--- src/phwd_pkg.sv ---
`timescale 1ns / 1ps

package phwd_pkg;

    // default geometry and counter size
    localparam int ROWS_DEFAULT       = 336;
    localparam int COLS_DEFAULT       = 80;
    localparam int COUNT_BITS_DEFAULT = 16;

    // field widths
    localparam int WORD_W      = 32;
    localparam int ROW_W       = 9;
    localparam int COL_W       = 7;
    localparam int CODE_W      = 4;
    localparam int TIME_SLOT_W = 16;

    // header recognition
    localparam logic [WORD_W-1:0] HDR_WORD = 32'h00E9_0000;
    localparam logic [WORD_W-1:0] HDR_MASK = 32'hFFFF_0000;

    // record field positions
    localparam int COL_LSB   = 17;
    localparam int ROW_LSB   = 8;
    localparam int CODE1_LSB = 4;
    localparam int CODE2_LSB = 0;

    // codes at or above this carry no hit
    localparam logic [CODE_W-1:0] CODE_INVALID_MIN = 4'd14;

    typedef struct packed {
        logic [WORD_W-1:0] raw_word;
        logic              block_start;
    } in_item_t;

    typedef struct packed {
        logic [ROW_W-1:0]       pix_x;
        logic [COL_W-1:0]       pix_y;
        logic [CODE_W-1:0]      charge;
        logic [TIME_SLOT_W-1:0] time_slot;
        logic                   last;
    } out_item_t;

    // decoded hits of one word, packed to the front
    typedef struct packed {
        logic      first_vld;
        logic      second_vld;
        out_item_t first;
        out_item_t second;
    } hit_pair_t;

endpackage

--- src/phwd_core.sv ---
`timescale 1ns / 1ps

module phwd_core
    import phwd_pkg::*;
#(
    parameter int ROWS       = ROWS_DEFAULT,
    parameter int COLS       = COLS_DEFAULT,
    parameter int COUNT_BITS = COUNT_BITS_DEFAULT
)
(
    input  logic      clk,
    input  logic      rst_n,
    input  in_item_t  item,
    input  logic      fire,
    output hit_pair_t dec
);

    localparam int SW = (COUNT_BITS > TIME_SLOT_W) ? COUNT_BITS : TIME_SLOT_W;
    localparam logic [ROW_W-1:0] ROWS_V = ROW_W'(ROWS);
    localparam logic [COL_W-1:0] COLS_V = COL_W'(COLS);

    logic [COUNT_BITS-1:0] header_count_reg;
    logic [COUNT_BITS-1:0] header_count_next;
    logic                  halted_reg;
    logic                  halted_next;

    logic [COUNT_BITS-1:0] eff_count;
    logic                  eff_halted;
    logic                  is_header;
    logic                  is_record;
    logic [COL_W-1:0]      col;
    logic [ROW_W-1:0]      row;
    logic [CODE_W-1:0]     code1;
    logic [CODE_W-1:0]     code2;
    logic                  in_range;
    logic                  ok1;
    logic                  ok2;
    logic [SW-1:0]         slot_wide;
    out_item_t             hit1;
    out_item_t             hit2;

    always_comb
    begin
        eff_count  = item.block_start ? '0 : header_count_reg;
        eff_halted = item.block_start ? 1'b0 : halted_reg;
        is_header  = (item.raw_word & HDR_MASK) == HDR_WORD;
        is_record  = !eff_halted && !is_header && (eff_count != '0);

        header_count_next = eff_count;
        halted_next       = eff_halted;
        if (!eff_halted)
        begin
            if (is_header)
            begin
                if (!(&eff_count))
                    header_count_next = eff_count + 1'b1;
            end
            else if (eff_count == '0)
            begin
                halted_next = 1'b1;
            end
        end

        col   = item.raw_word[COL_LSB +: COL_W];
        row   = item.raw_word[ROW_LSB +: ROW_W];
        code1 = item.raw_word[CODE1_LSB +: CODE_W];
        code2 = item.raw_word[CODE2_LSB +: CODE_W];

        in_range = (col != '0) && (col <= COLS_V) && (row != '0) && (row <= ROWS_V);
        ok1 = is_record && in_range && (code1 < CODE_INVALID_MIN);
        // second hit sits on the next row, which must still be on the sensor
        ok2 = is_record && in_range && (code2 < CODE_INVALID_MIN) && (row < ROWS_V);

        slot_wide = SW'(eff_count) - 1'b1;

        hit1.pix_x     = ROWS_V - row;
        hit1.pix_y     = col - 1'b1;
        hit1.charge    = code1 + 1'b1;
        hit1.time_slot = slot_wide[TIME_SLOT_W-1:0];
        hit1.last      = !ok2;

        hit2.pix_x     = ROWS_V - row - 1'b1;
        hit2.pix_y     = col - 1'b1;
        hit2.charge    = code2 + 1'b1;
        hit2.time_slot = slot_wide[TIME_SLOT_W-1:0];
        hit2.last      = 1'b1;

        dec.first_vld  = ok1 || ok2;
        dec.second_vld = ok1 && ok2;
        dec.first      = ok1 ? hit1 : hit2;
        dec.second     = hit2;
    end

    always_ff @(posedge clk or negedge rst_n)
    begin
        if (!rst_n)
        begin
            header_count_reg <= '0;
            halted_reg       <= 1'b0;
        end
        else if (fire)
        begin
            header_count_reg <= header_count_next;
            halted_reg       <= halted_next;
        end
    end

endmodule

--- src/phwd_out.sv ---
`timescale 1ns / 1ps

module phwd_out
    import phwd_pkg::*;
(
    input  logic      clk,
    input  logic      rst_n,
    input  hit_pair_t dec,
    input  logic      load,
    output logic      pair_ready,
    output logic      out_valid,
    input  logic      out_ready,
    output out_item_t out_data
);

    logic      vld0_reg;
    logic      vld1_reg;
    out_item_t slot0_reg;
    out_item_t slot1_reg;
    logic      out_fire;

    assign out_fire   = vld0_reg && out_ready;
    // empty at the end of this cycle
    assign pair_ready = !vld0_reg || (out_fire && !vld1_reg);
    assign out_valid  = vld0_reg;
    assign out_data   = slot0_reg;

    always_ff @(posedge clk or negedge rst_n)
    begin
        if (!rst_n)
        begin
            vld0_reg <= 1'b0;
            vld1_reg <= 1'b0;
        end
        else if (load && pair_ready)
        begin
            vld0_reg <= dec.first_vld;
            vld1_reg <= dec.second_vld;
        end
        else if (out_fire)
        begin
            vld0_reg <= vld1_reg;
            vld1_reg <= 1'b0;
        end
    end

    always_ff @(posedge clk)
    begin
        if (load && pair_ready)
        begin
            slot0_reg <= dec.first;
            slot1_reg <= dec.second;
        end
        else if (out_fire)
        begin
            slot0_reg <= slot1_reg;
        end
    end

endmodule

--- src/pixel_hit_word_decoder.sv ---
`timescale 1ns / 1ps

// channel   signals                         beat carries
// -------   -----------------------------   ------------------------------------
// in        in_valid, in_ready, in_data     one readout word and block start flag
// out       out_valid, out_ready, out_data  one decoded hit, last marks word end
//
// a word passes the input register and then the hit pair register before its first hit
// shows; the decode between them is one pass of logic
// one word per cycle while each word yields at most one hit and out_ready stays high; a
// two-hit word stalls input until the single hit pair register drains its hits one a beat
// reset clears the header counter, the halt flag and all valid bits
// in_ready falls only while the input register is full and the pair register cannot
// take its word in this cycle

module pixel_hit_word_decoder
    import phwd_pkg::*;
#(
    parameter int ROWS       = ROWS_DEFAULT,
    parameter int COLS       = COLS_DEFAULT,
    parameter int COUNT_BITS = COUNT_BITS_DEFAULT
)
(
    input  logic      clk,
    input  logic      rst_n,
    input  logic      in_valid,
    output logic      in_ready,
    input  in_item_t  in_data,
    output logic      out_valid,
    input  logic      out_ready,
    output out_item_t out_data
);

    // input register
    logic      in_valid_reg;
    in_item_t  in_data_reg;

    logic      pair_ready;
    logic      advance;
    hit_pair_t dec;

    // word leaves the input register when the pair register frees up
    assign advance  = in_valid_reg && pair_ready;
    assign in_ready = !in_valid_reg || pair_ready;

    always_ff @(posedge clk or negedge rst_n)
    begin
        if (!rst_n)
        begin
            in_valid_reg <= 1'b0;
        end
        else if (in_ready)
        begin
            in_valid_reg <= in_valid;
        end
    end

    always_ff @(posedge clk)
    begin
        if (in_valid && in_ready)
        begin
            in_data_reg <= in_data;
        end
    end

    // header counter, halt flag and record decode
    phwd_core #(
        .ROWS       (ROWS),
        .COLS       (COLS),
        .COUNT_BITS (COUNT_BITS)
    ) u_core (
        .clk   (clk),
        .rst_n (rst_n),
        .item  (in_data_reg),
        .fire  (advance),
        .dec   (dec)
    );

    // hit pair register, drained one hit per beat
    phwd_out u_out (
        .clk        (clk),
        .rst_n      (rst_n),
        .dec        (dec),
        .load       (advance),
        .pair_ready (pair_ready),
        .out_valid  (out_valid),
        .out_ready  (out_ready),
        .out_data   (out_data)
    );

`ifndef SYNTHESIS
    // hits are packed to the front
    assert property (@(posedge clk) disable iff (!rst_n)
        advance && dec.second_vld |-> dec.first_vld)
        else $error("second hit without first hit");

    // a lone hit closes its word
    assert property (@(posedge clk) disable iff (!rst_n)
        advance && dec.first_vld && !dec.second_vld |-> dec.first.last)
        else $error("single hit not marked last");

    // a hit that is not last is followed by its partner
    assert property (@(posedge clk) disable iff (!rst_n)
        out_valid && out_ready && !out_data.last |=> out_valid && out_data.last)
        else $error("second hit missing after non-last hit");

    // an accepted word always lands in the input register
    assert property (@(posedge clk) disable iff (!rst_n)
        in_valid && in_ready |=> in_valid_reg)
        else $error("accepted word lost");
`endif

endmodule
--- config.mk ---
export PLATFORM = sky130hd
export DESIGN_NAME = pixel_hit_word_decoder
export DESIGN_NICKNAME = d
export VERILOG_FILES = /design/src/phwd_pkg.sv /design/src/phwd_core.sv /design/src/phwd_out.sv /design/src/pixel_hit_word_decoder.sv
export SDC_FILE = /design/constraint.sdc
export NUM_CORES = 1
export LEC_CHECK = 0
export ABC_AREA = 1
export BUFFER_PORTS_ARGS = -buffer_cell sky130_fd_sc_hd__buf_2
export CAP_MARGIN = 20
export CORE_ASPECT_RATIO = 1.1
export CORE_MARGIN = 10
export CORE_UTILIZATION = 45
export CTS_CLUSTER_SIZE = 14
export DETAILED_ROUTE_END_ITERATION = 7
export MAX_ROUTING_LAYER = met4
export SYNTH_ARGS = -nofsm -noshare
export SYNTH_HDL_FRONTEND = slang
export SYNTH_SLANG_ARGS = --single-unit
export TNS_END_PERCENT = 100
--- constraint.sdc ---
create_clock -name clk -period 3.8 [get_ports clk]
set_clock_uncertainty 0.1 [all_clocks]
set_input_delay 0.57 -clock clk [delete_from_list [all_inputs] [get_ports clk]]
set_output_delay 0.57 -clock clk [all_outputs]
set_load 0.05 [all_outputs]
# == Word level (Yosys, flattened, before mapping) ==
# Cells that the tools add are included.
# totals
regBits,126
# op_classes
addsub,7
n_mux,15
n_reduce_logical,30
n_eq_ne,1
order_cmp,5
# op_table
op,count
37-bit 2-to-1 mux,3
16-bit 2-to-1 mux,4
16-bit by 1-bit adder with 16-bit output (second input constant),1
16-bit by 8-bit equality test with 1-bit output (second input constant),1
16-bit zero test,1
16-bit AND reduction,1
16-bit nonzero test,1
16-bit by 1-bit subtractor with 16-bit output (second input constant),1
1-bit logical AND,15
9-bit less-or-equal comparator (second input constant),1
9-bit < comparator (second input constant),1
9-bit nonzero test,1
9-bit by 1-bit subtractor with 9-bit output (second input constant),1
9-bit subtractor (first input constant),1
4-bit by 1-bit adder with 4-bit output (second input constant),2
4-bit < comparator (second input constant),2
1-bit 2-to-1 mux,8
7-bit less-or-equal comparator (second input constant),1
7-bit nonzero test,1
7-bit by 1-bit subtractor with 7-bit output (second input constant),1
1-bit zero test,6
1-bit logical OR,3
2-bit nonzero test,1

# == Logic depth before layout (Yosys ltp) ==
# Gate-level depths: netlist of the first run.
# depth
ltp_word,10
depth_mapped,14
ltp_nobuf,14

# == Modules after synthesis ==
# From an unflattened synthesis of the first run, not the netlist that was laid out.
# unflattened
cells_unflattened,698
hier_area_um2,6517.5
# by_module_without_submodules
module,n_inst,seq_area_each_um2,cells_each,area_per_inst_um2
phwd_out,1,2272.2,213,2871.5
phwd_core,1,425.4,444,2602.5
pixel_hit_word_decoder,1,1016.0,41,1043.5

# == Worst setup path before layout of the first run ==
# OpenSTA, ideal clock, no wires.
# synth_timing
kind,register to register
from,register u_out.vld0_reg (netlist: u_out.out_valid)
to,"register u_out.slot0_reg (netlist bit u_out.out_data[0]), enable pin"
synth_period_minus_slack_ns,3.140
setup_ns,0.445
path_stages_with_launch,3
arrival_ns,2.595
slack_ns,0.660
path_buffers,0
path_cell_list,dfrtp_1 > inv_1 > a21oi_1
# synth_between
elab_chain_cells,6
elab_cells_between_ends,7
cone_classes,7 x reduce/logical
# synth_lines
item,line,rtl
from (decl),phwd_out.sv:16,logic vld0_reg;
from (signal assigned),phwd_out.sv:37,vld0_reg <= dec.first_vld;
from (signal assigned),phwd_out.sv:42,vld0_reg <= vld1_reg;
1-bit logical AND,phwd_out.sv:22,assign out_fire = vld0_reg && out_ready;
1-bit logical AND,phwd_out.sv:24,assign pair_ready = !vld0_reg || (out_fire && !vld1_reg);
1-bit logical OR,phwd_out.sv:24,
1-bit logical AND,pixel_hit_word_decoder.sv:43,assign advance = in_valid_reg && pair_ready;
1-bit logical AND,phwd_out.sv:49,if (load && pair_ready)
2-bit nonzero test (no source line) (*),--,
to (signal assigned),phwd_out.sv:51,slot0_reg <= dec.first;
to (signal assigned),phwd_out.sv:56,slot0_reg <= slot1_reg;
to (decl),phwd_out.sv:18,out_item_t slot0_reg;
# Every way passes the cells marked *; elsewhere a longest branch is shown, timed or not.
# A chain may end at the register's enable or synchronous reset.

# == Worst setup path in the final report of the first run ==
# layout_timing
from,register in_data_reg[0] (netlist bit)
to,"register u_out.slot0_reg (netlist bit u_out.out_data[34]), data pin"
# layout_between
elab_chain_cells,8
elab_cells_between_ends,10
cone_classes,4 x mux; 6 x reduce/logical
# layout_lines
item,line,rtl
from (decl),pixel_hit_word_decoder.sv:36,in_item_t in_data_reg;
from (signal assigned),pixel_hit_word_decoder.sv:62,in_data_reg <= in_data;
"parallel branches: the longest is 3 deep, another holds 16-bit 2-to-1 mux",--,
1-bit logical AND (*),phwd_core.sv:47,is_record = !eff_halted && !is_header && (eff_count != '0);
1-bit logical AND (*) (2 in series),phwd_core.sv:70,ok1 = is_record && in_range && (code1 < CODE_INVALID_MIN);
37-bit 2-to-1 mux (*),phwd_core.sv:90,dec.first = ok1 ? hit1 : hit2;
37-bit 2-to-1 mux (*),phwd_out.sv:49,
# Mark *: on every way between the ends.

==> summary.md, run 1 <==
| Metric | Value |
|---|---|
| Yosys reg bits | 126 |
| Pins Over Slew Limit | 0 |
| Tightest Hold Check Type | primary input to asynchronous set/reset pin |
| Routed via count | 4513 |
| Cell Area, Synth | 0.00618 sq mm |
| Vias in the first global route | 4585 |
| CP startpoint kind | flop |
| Synth Warn # | 0 |
| Inst Count DP | 911 |
| Data required, critical path | 3870 ps |
| Largest net degree at the start of global routing | 45 |
| Top-level I/O count | 76 |
| Fin. Hold Viols | 0 |
| Yosys top cell by area | edfxtp_1 |
| Worst EP arrival | 2610 ps |
| Headroom to the max-slew limit | 0.610 |
| CP Max Fanout | 18 |
| Crit path time final | 2540 ps |
| Final period utilization | 0.669 |
| Slew at the pin closest to its max-slew limit | 584 ps |
| Setup Viol. Count Final | 0 |
| Detailed placer's ending HPWL | 9.52 mm |
| Share of cells above drive strength 1 | 0.165 |
| Remaining Overflow, GRT | 0 |
| Setup repair bufs after CTS | 0 |
| CP Class | flop to flop |
| Sequential power share | 0.449 |
| Worst reg-to-reg path cell count | 13 |
| CTS max path bufs | 2 |
| WP depth | 13 |
| Net Count, Synth | 705 |
| Switching Power | 850 uW |
| Wire per inst | 13.6 um |
| Die Ht | 143 um |
| FF-to-FF Start | in_data_reg[0] |
| Number of flops mapped to enable cells by yosys | 106 |
| RSZ-0062 raised after global routing | false |
| Die width | 132 um |
| PD cells | 489 mW/mm^2 |
| Initial antenna violation count | 0 |
| Clock sinks | 126 |
| Synthesized area per cell | 9.38 sq um |
| Residual DRC | 0 |
| Crit path launch | in_data_reg[0] |
| CP Buf/Inv Count | 2 |
| Post-synth cell types | 32 |
| CP most frequent cell | nand2_1 |
| Area share of the largest cell type after synthesis | 0.515 |
| Sequential share of the synthesized area | 0.596 |
| H-tree Lvls | 4 |
| Crit. End Element | flop |
| Placer congestion estimate | 0.861 |
| Post-route setup slack | 1260 ps |
| Core area | 0.0133 sq mm |
| PortBufs | 75 |
| Post-cts repair resize count | 0 |
| CP Cell Sequence | nor2_1 -> inv_1 -> ha_1 -> inv_1 -> nor2_1 -> nand2_1 -> nor2_4 -> nor2_4 -> nand3_4 -> nand2_1 -> nand2_1 -> nand2_1 -> nand2_1 |
| Place WS | 1140 ps |
| Max_cap viols | 0 |
| Tot GR Track Use | 0.148 |
| Initial core utilization | 0.464 |
| Leakage Power | 0.00330 uW |
| RR Endpoint | u_out.out_data[34] |
| Final cell count without fillers | 942 |
| Largest cells by area after synthesis | edfxtp_1 (51%), nand2_1 (14%), dfrtp_1 (8.1%), nand3_1 (4.2%), inv_1 (4.2%) |
| Final nets | 792 |
| Clock root cell | clkbuf_16 |
| Hold WS | 13.8 ps |
| Cell family with most CP delay | simple AND/OR/NAND/NOR gates |
| Drt via density | 4.79 |
| Reg clk slew, reported paths | 60 ps |
| Crit-path slowest cell | edfxtp_1 |
| Post-synthesis cell count | 659 |
| 1st-pass router iterations | 4 |
| Fin Setup TNS | 0 ps |
| CTS tree | done |
| Die ar. | 0.0188 sq mm |
| Comb pwr share | 0.095 |
| Clock buffer count from CTS | 17 |
| Sw Ratio | 0.236 |
| Number of flip-flops in the largest register | 37 |
| Slowest cell delay on critical path | 490 ps |
| Post-synth ARST share | 0.159 |
| CP Capture Point | u_out.out_data[34] |
| Cts hold-fix bufs | 0 |
| Multi-input gate area | 0.00218 sq mm |
| Layout area overhead | 19.3% |
| Clock power frac | 0.457 |
| Internal Pwr Total | 2760 uW |
| Clock latency on the worst-skew pair | 420 ps |
| # rows | 44 |
| Final antenna-violating net count | 0 |
| DRT iter0 DRCs | 231 |
| Peak VDD IR | 0.235 mV |
| Status | finished clean |
| Drt total wl | 12.8 mm |
| First-pass GRT wire length | 21.7 mm |
| Primary FF master, synth | edfxtp_1 |
| Fillers | 1214 |
| Seq. cell area | 0.00368 sq mm |
| Fmax | 393 MHz |
| N_diodes | 0 |
| R2R Setup Slk | 1260 ps |
[worst register-to-register path, cell delays in order, from the launching register on]
cell and delay (ps):
edfxtp_1 490, nor2_1 340, inv_1 170, ha_1 210
inv_1 50, nor2_1 40, nand2_1 100, nor2_4 60
nor2_4 200, nand3_4 240, nand2_1 130, nand2_1 50
nand2_1 60, nand2_1 50
[per-stage QoR]
| stage | instance area (sq um) | utilization | total power, uW |
|---|---|---|---|
| after global placement | 6780 | 0.509 | 1990 |
| after detailed placement | 6780 | 0.509 | 1990 |
| after floorplan | 6180 | - | 1890 |
| after global routing | 7380 | 0.554 | 3750 |
| after CTS | 7380 | 0.554 | 3650 |
| final | 7380 | 0.554 | 3610 |
[power by group through the flow]
stage / combinational (uW) / sequential [uW] / clock [uW]
final: 342 / 1620 / 1650
after detailed placement: 347 / 1650 / 0
after global placement: 341 / 1640 / 0
after floorplan: 149 / 1740 / 0
after global routing: 382 / 1620 / 1740
after CTS: 348 / 1620 / 1680
[worst min-delay path by stage]
stage | startpoint | endpoint | slack, ps | cells after the start
final | rst_n | u_core.header_count_reg[13] | 10 | 1
after detailed placement | u_out.vld1_reg | u_out.vld1_reg | 370 | 2
after CTS | rst_n | u_core.header_count_reg[10] | 20 | 1
after global routing | rst_n | u_core.header_count_reg[15] | 40 | 1
after floorplan | rst_n | in_valid_reg | 170 | 0
after global placement | u_out.vld1_reg | u_out.vld1_reg | 360 | 2
[cell usage in the layout, fill, tap and decap left out, types with 2 or more instances in the layout]
master / n
and2_1: 3
buf_2: 75
buf_4: 5
bufinv_16: 4
clkbuf_16: 17
clkinv_1: 3
clkinv_2: 3
clkinvlp_4: 4
dfrtp_1: 20
edfxtp_1: 106
ha_1: 9
inv_1: 69
inv_2: 2
nand2_1: 227
nand2_2: 3
nand3_1: 52
nand3_2: 4
nand4_1: 17
nor2_1: 66
nor2_4: 2
nor3_1: 6
o21ai_0: 12
o21ai_1: 3
o22ai_1: 2
xnor2_1: 9
xor2_1: 24
[cells by family after synthesis]
logic type	Yosys count	share of synthesized area
adders and majority gates	9	0.0182
AOI/OAI and AO/OA	22	0.0196
and+or+nand+nor	385	0.266
xor gates and xnor gates	33	0.0467
DFF	126	0.596
buffers and inverters	84	0.0536
[cell type report]
cell class / count / share of cell area
sequential: 126 / 0.499
multi-input combinational: 449 / 0.295
clock buffer: 18 / 0.0582
timing repair buffer: 80 / 0.0560
inverter: 72 / 0.0366
tap: 184 / 0.0312
clock inverter: 13 / 0.0234
[routing by layer]
metal	wire, um	share of wire	up-vias	GRT usage
met5	0	0	-	-
met4	245	0.019	0	0.0709
met3	444	0.035	18	0.0418
met2	6600	0.51	89	0.253
met1	5530	0.43	2078	0.158
li1	-	-	2328	-
[cell usage after synthesis, types with 3 or more instances]
cell type / instances
nand2_1: 227
edfxtp_1: 106
inv_1: 69
nor2_1: 66
nand3_1: 52
xor2_1: 24
dfrtp_1: 20
nand4_1: 17
o21ai_0: 12
clkbuf_1: 9
ha_1: 9
xnor2_1: 9
nor3_1: 6
nand3_2: 4
and2_1: 3
nand2_2: 3
o21ai_1: 3
(Power assumes the default switching activity.)
==> run 2, diff against run 1 <==
ABC_AREA = 0   (was 1)
clock period = 2.4 ns   (was 3.8 ns; I/O delays follow)
==> run 2 against run 1 <==
The flow now finishes with violations (negative setup slack); die area fell by 1.3%; non-clock buffer count rose by 107; routed wire length rose by 10%; flip-flop and latch count did not move; first-iteration DRC count rose by 20%; critical path depth fell by 4; sequential power rose by 66%; synthesized cell count fell by 21%; fmax rose by 1.6%; setup slack got worse by 1400 ps; hold slack improved by 0.77 ps; final cell count fell by 7.5%; critical endpoint is now u_out.out_data[20]; largest cell class unchanged.
==> summary.md, run 2 <==
| Metric | Value |
|---|---|
| Status | finished with violations |
| Failing checks | negative setup slack |
| PortBufs | 75 |
| First-pass GRT wire length | 22.6 mm |
| Cell Area, Synth | 0.00609 sq mm |
| Post-synth ARST share | 0.159 |
| Pins Over Slew Limit | 0 |
| PD cells | 783 mW/mm^2 |
| CP Cell Sequence | inv_2 -> ha_4 -> or3b_4 -> a21o_1 -> a2111oi_4 -> buf_6 -> nor3b_4 -> a211oi_1 -> a21o_1 |
| Post-Layout Inst Area | 0.00847 sq mm |
| Largest net degree at the start of global routing | 34 |
| Yosys reg bits | 126 |
| Headroom to the max-slew limit | 0.690 |
| Commonest cells after routing, fill and taps aside | edfxtp_1 (106), buf_4 (84), nand2_1 (83) |
| Clock sinks | 126 |
| Initial antenna violation count | 0 |
| Core area | 0.0132 sq mm |
| Largest family of logic cells by synthesized area | simple AND/OR/NAND/NOR gates |
| DRT iter0 DRCs | 278 |
| Post-synthesis cell count | 518 |
| Largest cells by area after synthesis | edfxtp_1 (52%), dfrtp_1 (8.2%), nand2_1 (5.2%), xor2_1 (3.5%), xnor2_1 (3.0%) |
| Yosys top cell by area | edfxtp_1 |
| Synth Warn # | 0 |
| Tightest Hold Check Type | primary input to flop |
| Post-Synth Simple-Gate Area | 0.170 |
| Fmax | 399 MHz |
| CTS tree | done |
| Clock latency on the worst-skew pair | 430 ps |
| Residual DRC | 0 |
| Number of flip-flops in the largest register | 37 |
| CTS max path bufs | 2 |
| Data required, critical path | 2480 ps |
| Layout area overhead | 39.1% |
| Final nets | 743 |
| Seq. cell area | 0.00368 sq mm |
| Cell family with most CP delay | compound AO/OA/AOI/OAI gates |
| Share of cells above drive strength 1 | 0.363 |
| Slowest cell delay on critical path | 410 ps |
| CP startpoint kind | flop |
| Crit path time final | 2500 ps |
| Tot GR Track Use | 0.161 |
| Area share of the largest cell type after synthesis | 0.523 |
| Cell with the most instances after synthesis | edfxtp_1 |
| Routed via count | 4504 |
| Sequential share of the synthesized area | 0.605 |
| Wire per inst | 16.2 um |
| Remaining Overflow, GRT | 0 |
| H-tree Lvls | 4 |
| CP Class | flop to flop |
| Mux contribution to synthesized area | 0.0201 |
| Most common cell after layout, fill and taps aside | edfxtp_1 |
| Clock root cell | clkbuf_16 |
| Primary FF master, synth | edfxtp_1 |
| Setup Viol. Count Final | 12 |
| CP Buf/Inv Count | 2 |
| Reg clk slew, reported paths | 60 ps |
| Detailed placer's ending HPWL | 9.92 mm |
| Clock buffer count from CTS | 17 |
| 1st-pass router iterations | 4 |
| Placer congestion estimate | 0.866 |
| Crit-path slowest cell | edfxtp_1 |
| Fillers | 1003 |
| Slew at the pin closest to its max-slew limit | 464 ps |
| Multi-input gate area | 0.00254 sq mm |
| Drt total wl | 14.1 mm |
| RSZ-0062 raised after global routing | true |
| Commonest cells post-synth | edfxtp_1 (106), nand2_1 (85), nor2_1 (28) |
| Vias in the first global route | 4723 |
| Top-level I/O count | 76 |
| Die width | 131 um |
| Fin. Hold Viols | 0 |
| Xor and xnor area share after synthesis | 0.0647 |
| Synth Area in Compound Gates | 0.0908 |
| Post-placement cell area | 0.00727 sq mm |
| Max_cap viols | 0 |
| Initial core utilization | 0.461 |
| Final period utilization | 1.04 |
| Number of flops mapped to enable cells by yosys | 106 |
| Final antenna-violating net count | 0 |
| Post-Synth Adder-Cell Area | 0.0185 |
| Net Count, Synth | 564 |
| Crit. End Element | flop |
| CP Max Fanout | 7 |
| Place WS | -202 ps |
| Leakage Power | 0.00338 uW |
| Worst EP arrival | 2580 ps |
| # rows | 44 |
| Peak VDD IR | 0.489 mV |
| Post-route setup slack | -104 ps |
| Die ar. | 0.0186 sq mm |
| Synthesized area per cell | 11.8 sq um |
| Die Ht | 142 um |
| Post-synth cell types | 65 |
| N_diodes | 0 |
| Drt via density | 5.17 |
| CP most frequent cell | a21o_1 |
==> run 2: cell count changes after synthesis, moves of 9 or more <==
cell      delta
nand3_1     -31
xnor2_1     +12
clkbuf_1    +13
nand4_1      -9
inv_1       -53
o21ai_0      +9
nor2_1      -38
or3_1        +9
nand2_1    -142
a31oi_1     +12
==> run 2: logic make-up (layout without fill, tap and decap cells) <==
| group | count (synthesis) | count (layout) |
|---|---|---|
| compound gates | 76 | 76 |
| mux | 11 | 11 |
| flops | 126 | 126 |
| xor+xnor | 45 | 45 |
| buf+inv | 46 | 237 |
| fa+ha+maj | 9 | 9 |
| simple gates | 205 | 206 |
==> run 2: worst paths after layout <==
| check | end | cells past startpoint | slack [ps] | startpoint |
|---|---|---|---|---|
| worst max register to register | u_out.out_data[20] | 9 | -100 | in_data_reg[18] |
| min in group asynchronous | u_core.header_count_reg[9] | 2 | 320 | rst_n |
| worst max-delay path | u_out.out_data[20] | 9 | -100 | in_data_reg[18] |
| worst min-delay path | in_data_reg[17] | 1 | 10 | in_data[17] |
| worst min register to register | u_out.out_data[24] | 2 | 410 | u_out.slot1_reg[24] |
| max in group asynchronous | u_core.header_count_reg[14] | 2 | 1560 | rst_n |
==> run 2: per-stage QoR <==
| step | utilization | setup TNS (ps) | hold WS, ps | std cells | power [uW] |
|---|---|---|---|---|---|
| after floorplan | - | -1900 | -35.6 | 518 | 3440 |
| after global placement | 0.551 | -1860 | 239 | 811 | 3760 |
| after detailed placement | 0.551 | -2560 | 245 | 811 | 3780 |
| after CTS | 0.623 | -432 | 0.309 | 862 | 6640 |
| after global routing | 0.641 | -2290 | 0.821 | 871 | 6890 |
| final | 0.641 | -604 | 14.5 | 871 | 6630 |
==> run 2: per-layer routing <==
metal  up-vias  global-route usage  part of all wire
li1       2254                   -                 -
met3        11              0.0432             0.036
met4         0              0.0656             0.013
met2        92               0.280              0.55
met1      2147               0.169              0.40
met5         -                   -                 0
==> run 2: layout make-up <==
cell class,instances,share of cell area
flip-flops and latches,126,0.435
clock buffers,18,0.0507
repair buffers,187,0.156
well taps,161,0.0238
inverters,18,0.00857
multi-input cells,347,0.300
clock inverters,14,0.0257
==> run 2: repair_timing <==
action / CTS / global route
pin swaps: 13 / 13
hold endpoints to repair: 34 / 6
resized for setup: 23 / 28
cloned: 1 / 0
setup buffers: 3 / 5
endpoints found under the setup margin: 23 / 26
hold buffers: 15 / 6
==> run 2: where the power goes <==
group | switching, uW | internal (uW) | total, uW
sequential | 69.4 | 2620 | 2690
combinational | 730 | 420 | 1150
clock | 953 | 1840 | 2790
==> run 2: worst register-to-register path, cell delays in order, from the launching register on <==
cell and delay (ps):
edfxtp_1 410, inv_2 100, ha_4 120, or3b_4 360
a21o_1 190, a2111oi_4 300, buf_6 210, nor3b_4 220
a211oi_1 90, a21o_1 150
